--- config.mk ---
export PLATFORM = sky130hd
export DESIGN_NAME = frequency_table_select
export DESIGN_NICKNAME = d
export VERILOG_FILES = /design/src/rtl/core/fts_pkg.sv /design/src/rtl/core/fts_ctrl.sv /design/src/rtl/core/fts_dpath.sv /design/src/rtl/core/frequency_table_select.sv
export SDC_FILE = /design/constraint.sdc
export NUM_CORES = 1
export LEC_CHECK = 0
export BUFFER_PORTS_ARGS = -buffer_cell sky130_fd_sc_hd__clkbuf_2
export CELL_PAD_IN_SITES_DETAIL_PLACEMENT = 1
export CELL_PAD_IN_SITES_GLOBAL_PLACEMENT = 1
export CORE_MARGIN = 4
export CORE_UTILIZATION = 51
export DETAILED_ROUTE_END_ITERATION = 10
export GPL_ROUTABILITY_DRIVEN = 0
export PLACE_DENSITY = 0.84
export SLEW_MARGIN = 20
export SYNTH_ARGS = -nofsm -noshare
export SYNTH_HDL_FRONTEND = slang
export SYNTH_HIERARCHICAL = 1
export SYNTH_SLANG_ARGS = --single-unit
--- constraint.sdc ---
create_clock -name clk_i -period 5.5 [get_ports clk_i]
set_input_delay 0 -clock clk_i [delete_from_list [all_inputs] [get_ports clk_i]]
set_output_delay 0 -clock clk_i [all_outputs]
set_load 0.02 [all_outputs]
--- src/rtl/core/fts_pkg.sv ---
// Shared types and constants for the frequency table select block.
package fts_pkg;

  // Fixed field widths at the block boundary
  localparam int unsigned KHZ_W      = 32;
  localparam int unsigned COUNT_W    = 5;
  localparam int unsigned IDX_IN_W   = 4;
  localparam int unsigned APB_ADDR_W = 3;
  localparam int unsigned APB_DATA_W = 32;

  // Item kinds
  localparam logic MODE_LOAD   = 1'b0;
  localparam logic MODE_SELECT = 1'b1;

  // Register index taken from paddr[2]
  localparam logic REG_ENTRY_COUNT = 1'b0;

  // Commands from the controller to the datapath
  typedef struct packed {
    logic load_wr;    // write one table entry
    logic sel_start;  // latch a select item and clear the accumulators
    logic rd_en;      // read the next table entry of the scan
    logic res_load;   // move the finished result into the output register
  } fts_cmd_t;

  // Status from the datapath to the controller
  typedef struct packed {
    logic sel_skip;   // window inverted or nothing to scan
    logic scan_last;  // the current read is the last entry to scan
    logic out_free;   // output register can take a result this cycle
  } fts_stat_t;

endpackage

--- src/rtl/core/fts_ctrl.sv ---
// Controller state machine that sequences loads, table scans and results.
module fts_ctrl
  import fts_pkg::*;
(
  input  logic      clk_i,
  input  logic      rst_ni,
  input  logic      in_valid_i,
  output logic      in_stall_o,
  input  logic      mode_i,
  input  fts_stat_t stat_i,
  output fts_cmd_t  cmd_o
);

  localparam logic [1:0] ST_IDLE   = 2'd0;
  localparam logic [1:0] ST_SCAN   = 2'd1;
  localparam logic [1:0] ST_DRAIN  = 2'd2;
  localparam logic [1:0] ST_FINISH = 2'd3;

  logic [1:0] state_q;
  logic [1:0] state_d;
  logic       accept;

  // Take an item only while no select is in flight
  assign in_stall_o = (state_q != ST_IDLE);
  assign accept     = in_valid_i && (state_q == ST_IDLE);

  // Drive datapath commands
  assign cmd_o.load_wr   = accept && (mode_i == MODE_LOAD);
  assign cmd_o.sel_start = accept && (mode_i == MODE_SELECT);
  assign cmd_o.rd_en     = (state_q == ST_SCAN);
  assign cmd_o.res_load  = (state_q == ST_FINISH) && stat_i.out_free;

  // Advance the sequence
  always_comb begin
    state_d = state_q;
    unique case (state_q)
      ST_IDLE: begin
        if (cmd_o.sel_start) begin
          state_d = stat_i.sel_skip ? ST_FINISH : ST_SCAN;
        end
      end
      ST_SCAN: begin
        if (stat_i.scan_last) begin
          state_d = ST_DRAIN;
        end
      end
      ST_DRAIN: begin
        state_d = ST_FINISH;
      end
      ST_FINISH: begin
        if (stat_i.out_free) begin
          state_d = ST_IDLE;
        end
      end
      default: begin
        state_d = ST_IDLE;
      end
    endcase
  end

  always_ff @(posedge clk_i or negedge rst_ni) begin
    if (!rst_ni) begin
      state_q <= ST_IDLE;
    end else begin
      state_q <= state_d;
    end
  end

endmodule

--- src/rtl/core/fts_dpath.sv ---
// Datapath: frequency table memory, scan accumulators and output register.
module fts_dpath
  import fts_pkg::*;
#(
  parameter int unsigned TABLE_DEPTH = 16,
  parameter int unsigned FREQ_WIDTH  = 32
) (
  input  logic                clk_i,
  input  logic                rst_ni,
  input  fts_cmd_t            cmd_i,
  output fts_stat_t           stat_o,
  input  logic [COUNT_W-1:0]  entry_count_i,
  input  logic [IDX_IN_W-1:0] entry_index_i,
  input  logic [KHZ_W-1:0]    entry_khz_i,
  input  logic [KHZ_W-1:0]    requested_khz_i,
  input  logic [KHZ_W-1:0]    window_min_khz_i,
  input  logic [KHZ_W-1:0]    window_max_khz_i,
  input  logic                out_stall_i,
  output logic                out_valid_o,
  output logic                status_o,
  output logic [KHZ_W-1:0]    selected_khz_o
);

  localparam int unsigned IDX_W  = (TABLE_DEPTH > 1) ? $clog2(TABLE_DEPTH) : 1;
  localparam int unsigned CNT_W  = $clog2(TABLE_DEPTH + 1);
  localparam int unsigned CMP_W  = (CNT_W > COUNT_W) ? CNT_W : COUNT_W;
  localparam int unsigned IEXT_W = (CNT_W > IDX_IN_W) ? CNT_W : IDX_IN_W;

  logic [FREQ_WIDTH-1:0] mem_q [TABLE_DEPTH];
  logic [FREQ_WIDTH-1:0] rd_data_q;
  logic                  rd_vld_q;
  logic [IDX_W-1:0]      addr_q;
  logic [IDX_W-1:0]      last_q;
  logic [FREQ_WIDTH-1:0] req_q;
  logic [FREQ_WIDTH-1:0] lo_q;
  logic [FREQ_WIDTH-1:0] hi_q;
  logic [FREQ_WIDTH-1:0] best_q;
  logic [FREQ_WIDTH-1:0] lowest_q;
  logic                  out_vld_q;
  logic                  out_status_q;
  logic [KHZ_W-1:0]      out_khz_q;

  logic [FREQ_WIDTH-1:0] req_in;
  logic [FREQ_WIDTH-1:0] lo_in;
  logic [FREQ_WIDTH-1:0] hi_in;
  logic [CMP_W-1:0]      cnt_ext;
  logic [CMP_W-1:0]      depth_ext;
  logic [CMP_W-1:0]      scan_n;
  logic [CMP_W-1:0]      scan_n_m1;
  logic [IEXT_W-1:0]     idx_ext;
  logic                  idx_ok;
  logic [IDX_W-1:0]      wr_addr;
  logic                  qual;
  logic [FREQ_WIDTH-1:0] pick;

  // Bring input fields to the internal frequency width
  assign req_in = FREQ_WIDTH'(requested_khz_i);
  assign lo_in  = FREQ_WIDTH'(window_min_khz_i);
  assign hi_in  = FREQ_WIDTH'(window_max_khz_i);

  // Clamp the scan length to the table depth
  assign cnt_ext   = CMP_W'(entry_count_i);
  assign depth_ext = CMP_W'(TABLE_DEPTH);
  assign scan_n    = (cnt_ext > depth_ext) ? depth_ext : cnt_ext;
  assign scan_n_m1 = scan_n - CMP_W'(1);

  // Drop loads aimed past the table
  assign idx_ext = IEXT_W'(entry_index_i);
  assign idx_ok  = (idx_ext < IEXT_W'(TABLE_DEPTH));
  assign wr_addr = idx_ext[IDX_W-1:0];

  // Report status to the controller
  assign stat_o.sel_skip  = (lo_in > hi_in) || (scan_n == '0);
  assign stat_o.scan_last = (addr_q == last_q);
  assign stat_o.out_free  = !out_vld_q || !out_stall_i;

  // Table memory: one write port, one registered read port
  always_ff @(posedge clk_i) begin
    if (cmd_i.load_wr && idx_ok) begin
      mem_q[wr_addr] <= FREQ_WIDTH'(entry_khz_i);
    end
    if (cmd_i.rd_en) begin
      rd_data_q <= mem_q[addr_q];
    end
  end

  // Qualify the entry read in the previous cycle
  assign qual = (rd_data_q != '0) && (rd_data_q >= lo_q) && (rd_data_q <= hi_q);

  // Latch the request, step the scan address and accumulate
  always_ff @(posedge clk_i or negedge rst_ni) begin
    if (!rst_ni) begin
      rd_vld_q <= 1'b0;
      addr_q   <= '0;
      last_q   <= '0;
      req_q    <= '0;
      lo_q     <= '0;
      hi_q     <= '0;
      best_q   <= '0;
      lowest_q <= '0;
    end else begin
      rd_vld_q <= cmd_i.rd_en;
      if (cmd_i.sel_start) begin
        addr_q   <= '0;
        last_q   <= scan_n_m1[IDX_W-1:0];
        req_q    <= req_in;
        lo_q     <= lo_in;
        hi_q     <= hi_in;
        best_q   <= '0;
        lowest_q <= '0;
      end else begin
        if (cmd_i.rd_en) begin
          addr_q <= addr_q + IDX_W'(1);
        end
        if (rd_vld_q && qual) begin
          if ((rd_data_q <= req_q) && (rd_data_q > best_q)) begin
            best_q <= rd_data_q;
          end
          if ((lowest_q == '0) || (rd_data_q < lowest_q)) begin
            lowest_q <= rd_data_q;
          end
        end
      end
    end
  end

  // Prefer the best entry at or under the request, else the lowest in window
  assign pick = (best_q != '0) ? best_q : lowest_q;

  // Hold the result until the downstream side takes it
  always_ff @(posedge clk_i or negedge rst_ni) begin
    if (!rst_ni) begin
      out_vld_q    <= 1'b0;
      out_status_q <= 1'b0;
      out_khz_q    <= '0;
    end else if (cmd_i.res_load) begin
      out_vld_q    <= 1'b1;
      out_status_q <= (pick == '0);
      out_khz_q    <= KHZ_W'(pick);
    end else if (!out_stall_i) begin
      out_vld_q <= 1'b0;
    end
  end

  assign out_valid_o    = out_vld_q;
  assign status_o       = out_status_q;
  assign selected_khz_o = out_khz_q;

  // A new result never overwrites one that is still stalled
  a_no_overwrite: assert property (@(posedge clk_i) disable iff (!rst_ni)
    cmd_i.res_load |-> !(out_vld_q && out_stall_i))
    else $error("result loaded over a stalled result");

  // The scan never reads past the clamped entry count
  a_scan_bound: assert property (@(posedge clk_i) disable iff (!rst_ni)
    cmd_i.rd_en |-> (addr_q <= last_q))
    else $error("scan address beyond entry count");

  // The best-below candidate never exceeds the request
  a_best_below_req: assert property (@(posedge clk_i) disable iff (!rst_ni)
    (best_q != '0) |-> (best_q <= req_q))
    else $error("best candidate above request");

  // An invalid result carries a zero frequency
  a_invalid_zero: assert property (@(posedge clk_i) disable iff (!rst_ni)
    (out_vld_q && out_status_q) |-> (out_khz_q == '0))
    else $error("invalid status with nonzero frequency");

endmodule

--- src/rtl/core/frequency_table_select.sv ---
// Top level of the frequency table select block: register port and wiring.
//
// A load item writes one table entry when it is taken; it gives no result. A
// select item scans table entries 0 to entry_count-1 (clamped to TABLE_DEPTH)
// through the single read port of the table memory, one entry per cycle: it is
// accepted, reads each entry in turn, does the last compare and then loads the
// output register, or goes from acceptance straight to loading the output
// register when the window is inverted or the count is zero. No item is taken
// from the cycle after a select is accepted until its result moves into the
// output register, which also waits while an earlier result is still stalled
// downstream. The result sits in an output register, so load items are still
// taken while it waits downstream.
// Table entries are undefined until loaded: only select over written entries.
module frequency_table_select
  import fts_pkg::*;
#(
  parameter int unsigned TABLE_DEPTH = 16,
  parameter int unsigned FREQ_WIDTH  = 32
) (
  input  logic                  clk_i,
  input  logic                  rst_ni,
  // Input items
  input  logic                  in_valid_i,
  output logic                  in_stall_o,
  input  logic                  mode_i,
  input  logic [IDX_IN_W-1:0]   entry_index_i,
  input  logic [KHZ_W-1:0]      entry_khz_i,
  input  logic [KHZ_W-1:0]      requested_khz_i,
  input  logic [KHZ_W-1:0]      window_min_khz_i,
  input  logic [KHZ_W-1:0]      window_max_khz_i,
  // Result items
  output logic                  out_valid_o,
  input  logic                  out_stall_i,
  output logic                  status_o,
  output logic [KHZ_W-1:0]      selected_khz_o,
  // Register port
  input  logic                  psel,
  input  logic                  penable,
  input  logic                  pwrite,
  input  logic [APB_ADDR_W-1:0] paddr,
  input  logic [APB_DATA_W-1:0] pwdata,
  output logic [APB_DATA_W-1:0] prdata,
  output logic                  pready
);

  fts_cmd_t           cmd;
  fts_stat_t          stat;
  logic [COUNT_W-1:0] entry_count_q;
  logic               reg_wr;

  // Decode register writes
  assign pready = 1'b1;
  assign reg_wr = psel && penable && pwrite && (paddr[2] == REG_ENTRY_COUNT);

  always_ff @(posedge clk_i or negedge rst_ni) begin
    if (!rst_ni) begin
      entry_count_q <= '0;
    end else if (reg_wr) begin
      entry_count_q <= pwdata[COUNT_W-1:0];
    end
  end

  // Return the register on reads
  always_comb begin
    prdata = '0;
    unique case (paddr[2])
      REG_ENTRY_COUNT: prdata = APB_DATA_W'(entry_count_q);
      default:         prdata = '0;
    endcase
  end

  fts_ctrl u_ctrl (
    .clk_i      (clk_i),
    .rst_ni     (rst_ni),
    .in_valid_i (in_valid_i),
    .in_stall_o (in_stall_o),
    .mode_i     (mode_i),
    .stat_i     (stat),
    .cmd_o      (cmd)
  );

  fts_dpath #(
    .TABLE_DEPTH (TABLE_DEPTH),
    .FREQ_WIDTH  (FREQ_WIDTH)
  ) u_dpath (
    .clk_i            (clk_i),
    .rst_ni           (rst_ni),
    .cmd_i            (cmd),
    .stat_o           (stat),
    .entry_count_i    (entry_count_q),
    .entry_index_i    (entry_index_i),
    .entry_khz_i      (entry_khz_i),
    .requested_khz_i  (requested_khz_i),
    .window_min_khz_i (window_min_khz_i),
    .window_max_khz_i (window_max_khz_i),
    .out_stall_i      (out_stall_i),
    .out_valid_o      (out_valid_o),
    .status_o         (status_o),
    .selected_khz_o   (selected_khz_o)
  );

endmodule
# Word level (Yosys, flattened, before mapping)
# Memory sizes are Yosys's and may differ from the RTL's. A register that Yosys moved wholly into a read port is not among the register bits.
# Cells that the tools add are included.
dict set report totals {
  reg_bits 210
  latch_bits 0
  mem_bits_rw 512
  romBits 0
  inputBits 175
  output_inout_bits 68
  wordCells 85
  memories 1
}
# memory words width read_ports rd_ports_with_merged_regs write_ports line_no
set memory_table {}
lappend memory_table {u_dpath.mem_q 16 32 1 1 1 fts_dpath.sv:29} ;# logic [FREQ_WIDTH-1:0] mem_q [TABLE_DEPTH];
dict set report op_classes {
  addsub 2
  mul 0
  n_div 0
  n_lt_le_gt_ge 8
  eq_ne 8
  n_shift 0
  n_mux 20
  bitwise_logic 2
  reduce_logical 31
}
# operator count
set ops {}
lappend ops {{2-to-1 mux 32 bit} 7}
lappend ops {{> comparator 32 bit} 2}
lappend ops {{<= comparator 32 bit} 2}
lappend ops {{zero test 32 bit} 2}
lappend ops {{nonzero test 32 bit} 2}
lappend ops {{>= comparator 32 bit} 1}
lappend ops {{less-than comparator 32 bit} 1}
lappend ops {{logical AND 1 bit} 12}
lappend ops {{2-to-1 mux 5 bit} 2}
lappend ops {{nonzero test 2 bit} 5}
lappend ops {{2-to-1 mux 2 bit} 4}
lappend ops {{2-to-1 mux 4 bit} 2}
lappend ops {{case mux 2 bit (4 select lines)} 1}
lappend ops {{> comparator 5 bit, second input constant} 1}
lappend ops {{zero test 5 bit} 1}
lappend ops {{less-than comparator 4 x 5 -> 1 bit, second input constant} 1}
lappend ops {{adder 4 x 1 -> 4 bit, second input constant} 1}
lappend ops {{equality test 2 bit, second input constant} 2}
lappend ops {{equality test 4 bit} 1}
lappend ops {{2-to-1 mux 1 bit} 4}
lappend ops {{!= test 2 x 1 -> 1 bit, second input constant} 2}
lappend ops {{!= test 2 bit, second input constant} 2}
lappend ops {{AND reduction 2 bit} 2}
lappend ops {{subtractor 4 x 1 -> 4 bit, second input constant} 1}
lappend ops {{6 further kinds} 10}

# Longest topological paths before layout
dict set report depth {
  depth_word 7
  ltp_mapped 12
  mapped_depth_nobuf 12
}

# By module
# Netlist, hierarchy kept.
# mod instances cells_each area_per_inst_um2 seq_area_each_um2
set modules_own_cells {}
lappend modules_own_cells {fts_dpath 1 2197 33293.2 21415.5}
lappend modules_own_cells {frequency_table_select 1 46 466.7 125.1}
lappend modules_own_cells {fts_ctrl 1 22 200.2 50.0}

# Worst setup path after synthesis
# OpenSTA, ideal clock, no wires.
dict set report synth_timing {
  path_kind {register -> register}
  startpoint {reg u_ctrl.state_q[0]}
  endpoint {mem u_dpath.mem_q[0][0] (enable)}
  setup_time_ps 461
  arrival_ps 3610
  t_required_ps 5039
  setup_slack_ps 1429
  path_stages_with_launch 7
  n_path_buf 0
  period_less_slack_ps 4071
  path_cell_list {dfrtp_1 inv_1 ha_1 nand2_1 nor2_1 or3b_2 nor3_1}
}
# element line_no
set synth_lines {}
lappend synth_lines {{start, declared} fts_ctrl.sv:19} ;# logic [1:0] state_q;
lappend synth_lines {{start signal, assigned} fts_ctrl.sv:65} ;# state_q <= state_d;
lappend synth_lines {{end, declared} fts_dpath.sv:29}

# Worst setup path after layout
dict set report layout_timing {
  startpoint {reg u_dpath.rd_data_q[30], read port of u_dpath.mem_q}
  endpoint {reg u_dpath.best_q[0]}
}
dict set report layout_between {
  elab_chain_len 6
  word_cells_on_any_way 12
  classes_between {order compare: 4; reduce/logical: 8}
}
# element line_no
set layout_lines {}
lappend layout_lines {{start, declared} fts_dpath.sv:30} ;# logic [FREQ_WIDTH-1:0] rd_data_q;
lappend layout_lines {{>= comparator 32 bit / nonzero test 32 bit (equally long branches)} fts_dpath.sv:88} ;# assign qual = (rd_data_q != '0) && (rd_data_q >= lo_q) && (rd_data_q <= hi_q);
lappend layout_lines {{logical AND 1 bit (2 in series)} fts_dpath.sv:88}
lappend layout_lines {{logical AND 1 bit} fts_dpath.sv:115} ;# if (rd_vld_q && qual) begin
lappend layout_lines {{nonzero test 2 bit (no line)} -}
lappend layout_lines {{AND reduction 2 bit (no line) *} -}
lappend layout_lines {{end signal, assigned} fts_dpath.sv:117} ;# best_q <= rd_data_q;
lappend layout_lines {{end, declared} fts_dpath.sv:37} ;# logic [FREQ_WIDTH-1:0] best_q;
# Every way passes the cells marked *; elsewhere a longest branch is shown, timed or not.
# A chain may end at the register's enable or synchronous reset.

==> impl_metrics.env <==
export IMPL_status="finished, violations left"
export IMPL_fp_dieH_um=266
export IMPL_layout_drive_gt1_share_pct=20.7
export IMPL_synthArstFlopShare_pct=27.9
export IMPL_die_area_um2=70800
export IMPL_rsz0062_at_grt="false"
export IMPL_coreArea_um2=65900
export IMPL_fin_area_um2=40200
export IMPL_slowest_stage="and3_2"
export IMPL_overflow=0
export IMPL_drc=0
export IMPL_cp_max_fo=20
export IMPL_synthTopCellsByArea="edfxtp_1 (48%), dfrtp_1 (15%), mux4_2 (11%)"
export IMPL_crit_family="simple AND/OR/NAND/NOR gates"
export IMPL_yosysTopAreaCellShare_pct=48.1
export IMPL_powerDensity_nw_per_um2=533
export IMPL_syn_inst=2265
export IMPL_grt_max_degree=109
export IMPL_final_cells=3565
export IMPL_cts_buffer_depth=3
export IMPL_ys_seq_elements=754
export IMPL_worst_hold_path_type="in2async"
export IMPL_finClkSkew_ns=0.0236
export IMPL_synthFlopType="edfxtp_1"
export IMPL_vias_per_cell=6.16
export IMPL_wirelength_um=104000
export IMPL_area_delta_synth_final_pct=18.4
export IMPL_critical_path_class="reg2reg"
export IMPL_nNetsFinal=3002
export IMPL_violations="negative hold slack"
export IMPL_wl_per_cell_um=29.2
export IMPL_yosys_area_top_type="edfxtp_1"
export IMPL_cts_sinks=754
export IMPL_initial_core_util_pct=51.6
export IMPL_final_hold_viol_count=5
export IMPL_finalSetupViolations=0
export IMPL_clk_root_buffer_cell="clkbuf_16"
export IMPL_first_iter_violations=2020
export IMPL_dp_cells=3268
export IMPL_synth_seq_area_share_pct=63.6
export IMPL_critPathMaxStageDelay_ns=0.83
export IMPL_irDropWorstVdd_v=0.000331
export IMPL_die_x_um=266
export IMPL_first_pass_iters=5
export IMPL_crit_chain="ha_1 > nand4_2 > nor4_2 > and3_1 > nor3_1 > or3_1 > a311oi_2 > and3_2 > buf_4 > mux2i_1"
export IMPL_required_ns=6.03
export IMPL_layout_setup_ws_ns=1.07
export IMPL_relSlewSlack_pct=24.1
export IMPL_track_usage_pct=29.6
export IMPL_synthesis_area_um2=34000
export IMPL_grt_pass1_vias=24437
export IMPL_tightest_slew_ns=1.14
export IMPL_grt_first_pass_wirelength_um=157000
export IMPL_post_place_ws_ns=1.27
export IMPL_insertion_delay_ns=0.65
export IMPL_ys_types=54
export IMPL_postRouteAntennaNets=0
export IMPL_end_kind="flip-flop"
export IMPL_ios=243
export IMPL_routed_via_count=21947
export IMPL_final_min_clock_period_ns=4.43
export IMPL_placed_cell_area_um2=36000
export IMPL_drv_cap=0
export IMPL_cp_arrival_ns=4.96
export IMPL_io_buffers=185
export IMPL_max_freq_mhz=226
export IMPL_cts_resized_gates=0
export IMPL_final_util_pct=61.1
export IMPL_yosys_warnings=6
export IMPL_final_setup_tns_ns=0
export IMPL_synth_edff_count=544
export IMPL_p_total_mw=21.4
export IMPL_hold_ws_ns=-0.0127
export IMPL_dp_hpwl_um=61400
export IMPL_clkSlewWorstSetupHoldPaths_ns=0.06
export IMPL_leakagePower_nw=15.5
export IMPL_slew_violations=0
export IMPL_antenna_found_initial=6
export IMPL_cts_max_level=3
export IMPL_synth_avg_cell_area_um2=15.0
export IMPL_fin_crit_sh_pct=80.5
export IMPL_cts_tree="done"
export IMPL_cts_made_buffers=81
export IMPL_critPathBufInv=1
export IMPL_num_rows=94
export IMPL_cp_start_kind="flip-flop"
==> worst reg2reg max path: stages, from the launching register on <==
cell and delay (ns):
edfxtp_1 0.63, ha_1 0.47, nand4_2 0.16, nor4_2 0.36
and3_1 0.23, nor3_1 0.05, or3_1 0.42, a311oi_2 0.56
and3_2 0.83, buf_4 0.33, mux2i_1 0.28
==> repair_timing <==
item                                   in CTS  in global routing
setup endpoints to repair                   0                  0
setup buffers                               0                  0
endpoints found under the hold margin     705                  0
hold buffers                              142                  0
==> path summary, 6_finish.rpt <==
check	startpoint	end	slack, ns	cells past startpoint
worst max register to register	u_dpath/rd_data_q[30]	u_dpath/best_q[0]	1.07	10
worst min register to register	u_dpath/selected_khz_o[20]	u_dpath/selected_khz_o[20]	0.53	2
worst max-delay path	u_dpath/rd_data_q[30]	u_dpath/best_q[0]	1.07	10
min in group clk_i	requested_khz_i[23]	u_dpath/req_q[23]	0.13	4
worst min-delay path	rst_ni	u_dpath/req_q[17]	-0.01	2
max in group asynchronous	rst_ni	u_dpath/addr_q[1]	4.00	3
==> registers in the layout (all words and copies together), names as in the netlist, 5 cells and up <==
| register | flops |
|---|---|
| u_dpath/best_q | 32 |
| entry_count_q | 5 |
| u_dpath/lo_q | 32 |
| u_dpath/hi_q | 32 |
| u_dpath/lowest_q | 32 |
| u_dpath/mem_q | 512 |
| u_dpath/selected_khz_o | 32 |
| u_dpath/rd_data_q | 32 |
| u_dpath/req_q | 32 |
==> cells by family (layout without fill, tap and decap cells) <==
| logic type | after synthesis | count (layout) | share of synthesized area, % |
|---|---|---|---|
| AO/OA/AOI/OAI | 316 | 316 | 5.31 |
| XOR/XNOR | 9 | 9 | 0.232 |
| adder cells (fa/ha/maj) | 198 | 198 | 7.29 |
| buffers and inverters | 313 | 718 | 4.00 |
| flip-flops | 754 | 754 | 63.6 |
| multiplexers | 237 | 237 | 12.9 |
| other | 2 | 33 | 0.0221 |
| AND/OR/NAND/NOR | 436 | 436 | 6.65 |
==> per-layer routing <==
metal / part of all wire [%] / global-route usage, % / vias to the layer above
li1: - / - / 9177
met1: 36 / 35.6 / 11475
met2: 52 / 52.4 / 961
met3: 6.1 / 5.01 / 332
met4: 5.6 / 13.7 / 2
met5: 0.012 / 0 / -
==> Yosys cell counts, types with 6 or more instances <==
master / count
edfxtp_1: 544
dfrtp_1: 210
ha_1: 198
inv_1: 197
mux4_2: 160
nand2_1: 125
a21oi_1: 123
o21ai_0: 117
nand2b_1: 105
nor2_1: 70
mux2i_1: 69
clkbuf_1: 66
nand4_1: 45
a21o_1: 37
buf_4: 28
nor4_1: 27
nor3_1: 18
buf_1: 15
nand3_1: 14
nor2b_1: 10
mux2_2: 8
a211oi_1: 7
xor2_1: 6
==> cells in the final DEF (no fill, tap or decap), drive strengths merged, types with 32 or more instances in the layout <==
master / synthesis / routed
nor2: 70 / 70
ha: 198 / 198
dfrtp: 210 / 210
nand4: 47 / 47
buf: 50 / 44
mux4: 160 / 160
inv: 197 / 199
a21oi: 123 / 123
dlygate4sd3: 0 / 142
nand2: 125 / 125
nand2b: 105 / 105
edfxtp: 544 / 544
a21o: 37 / 37
clkbuf: 66 / 286
o21ai: 119 / 119
clkinv: 0 / 32
mux2i: 69 / 69
==> final cells by class <==
| class | count | area, um2 |
|---|---|---|
| well taps | 864 | 1080 |
| flip-flops and latches | 754 | 21600 |
| inverters | 197 | 739 |
| fillers | 6137 | 25700 |
| multi-input cells | 1224 | 11200 |
| repair buffers | 371 | 2720 |
| diodes | 5 | 12.5 |
| clock buffers | 101 | 2170 |
| clock inverters | 49 | 642 |
==> power breakdown <==
group	switching, mW	total, mW	internal (mW)
Sequential	1.04	8.12	7.08
Clock	2.37	5.77	3.40
Combinational	4.33	7.53	3.19
Note: power is estimated with default switching activity, not from simulation.
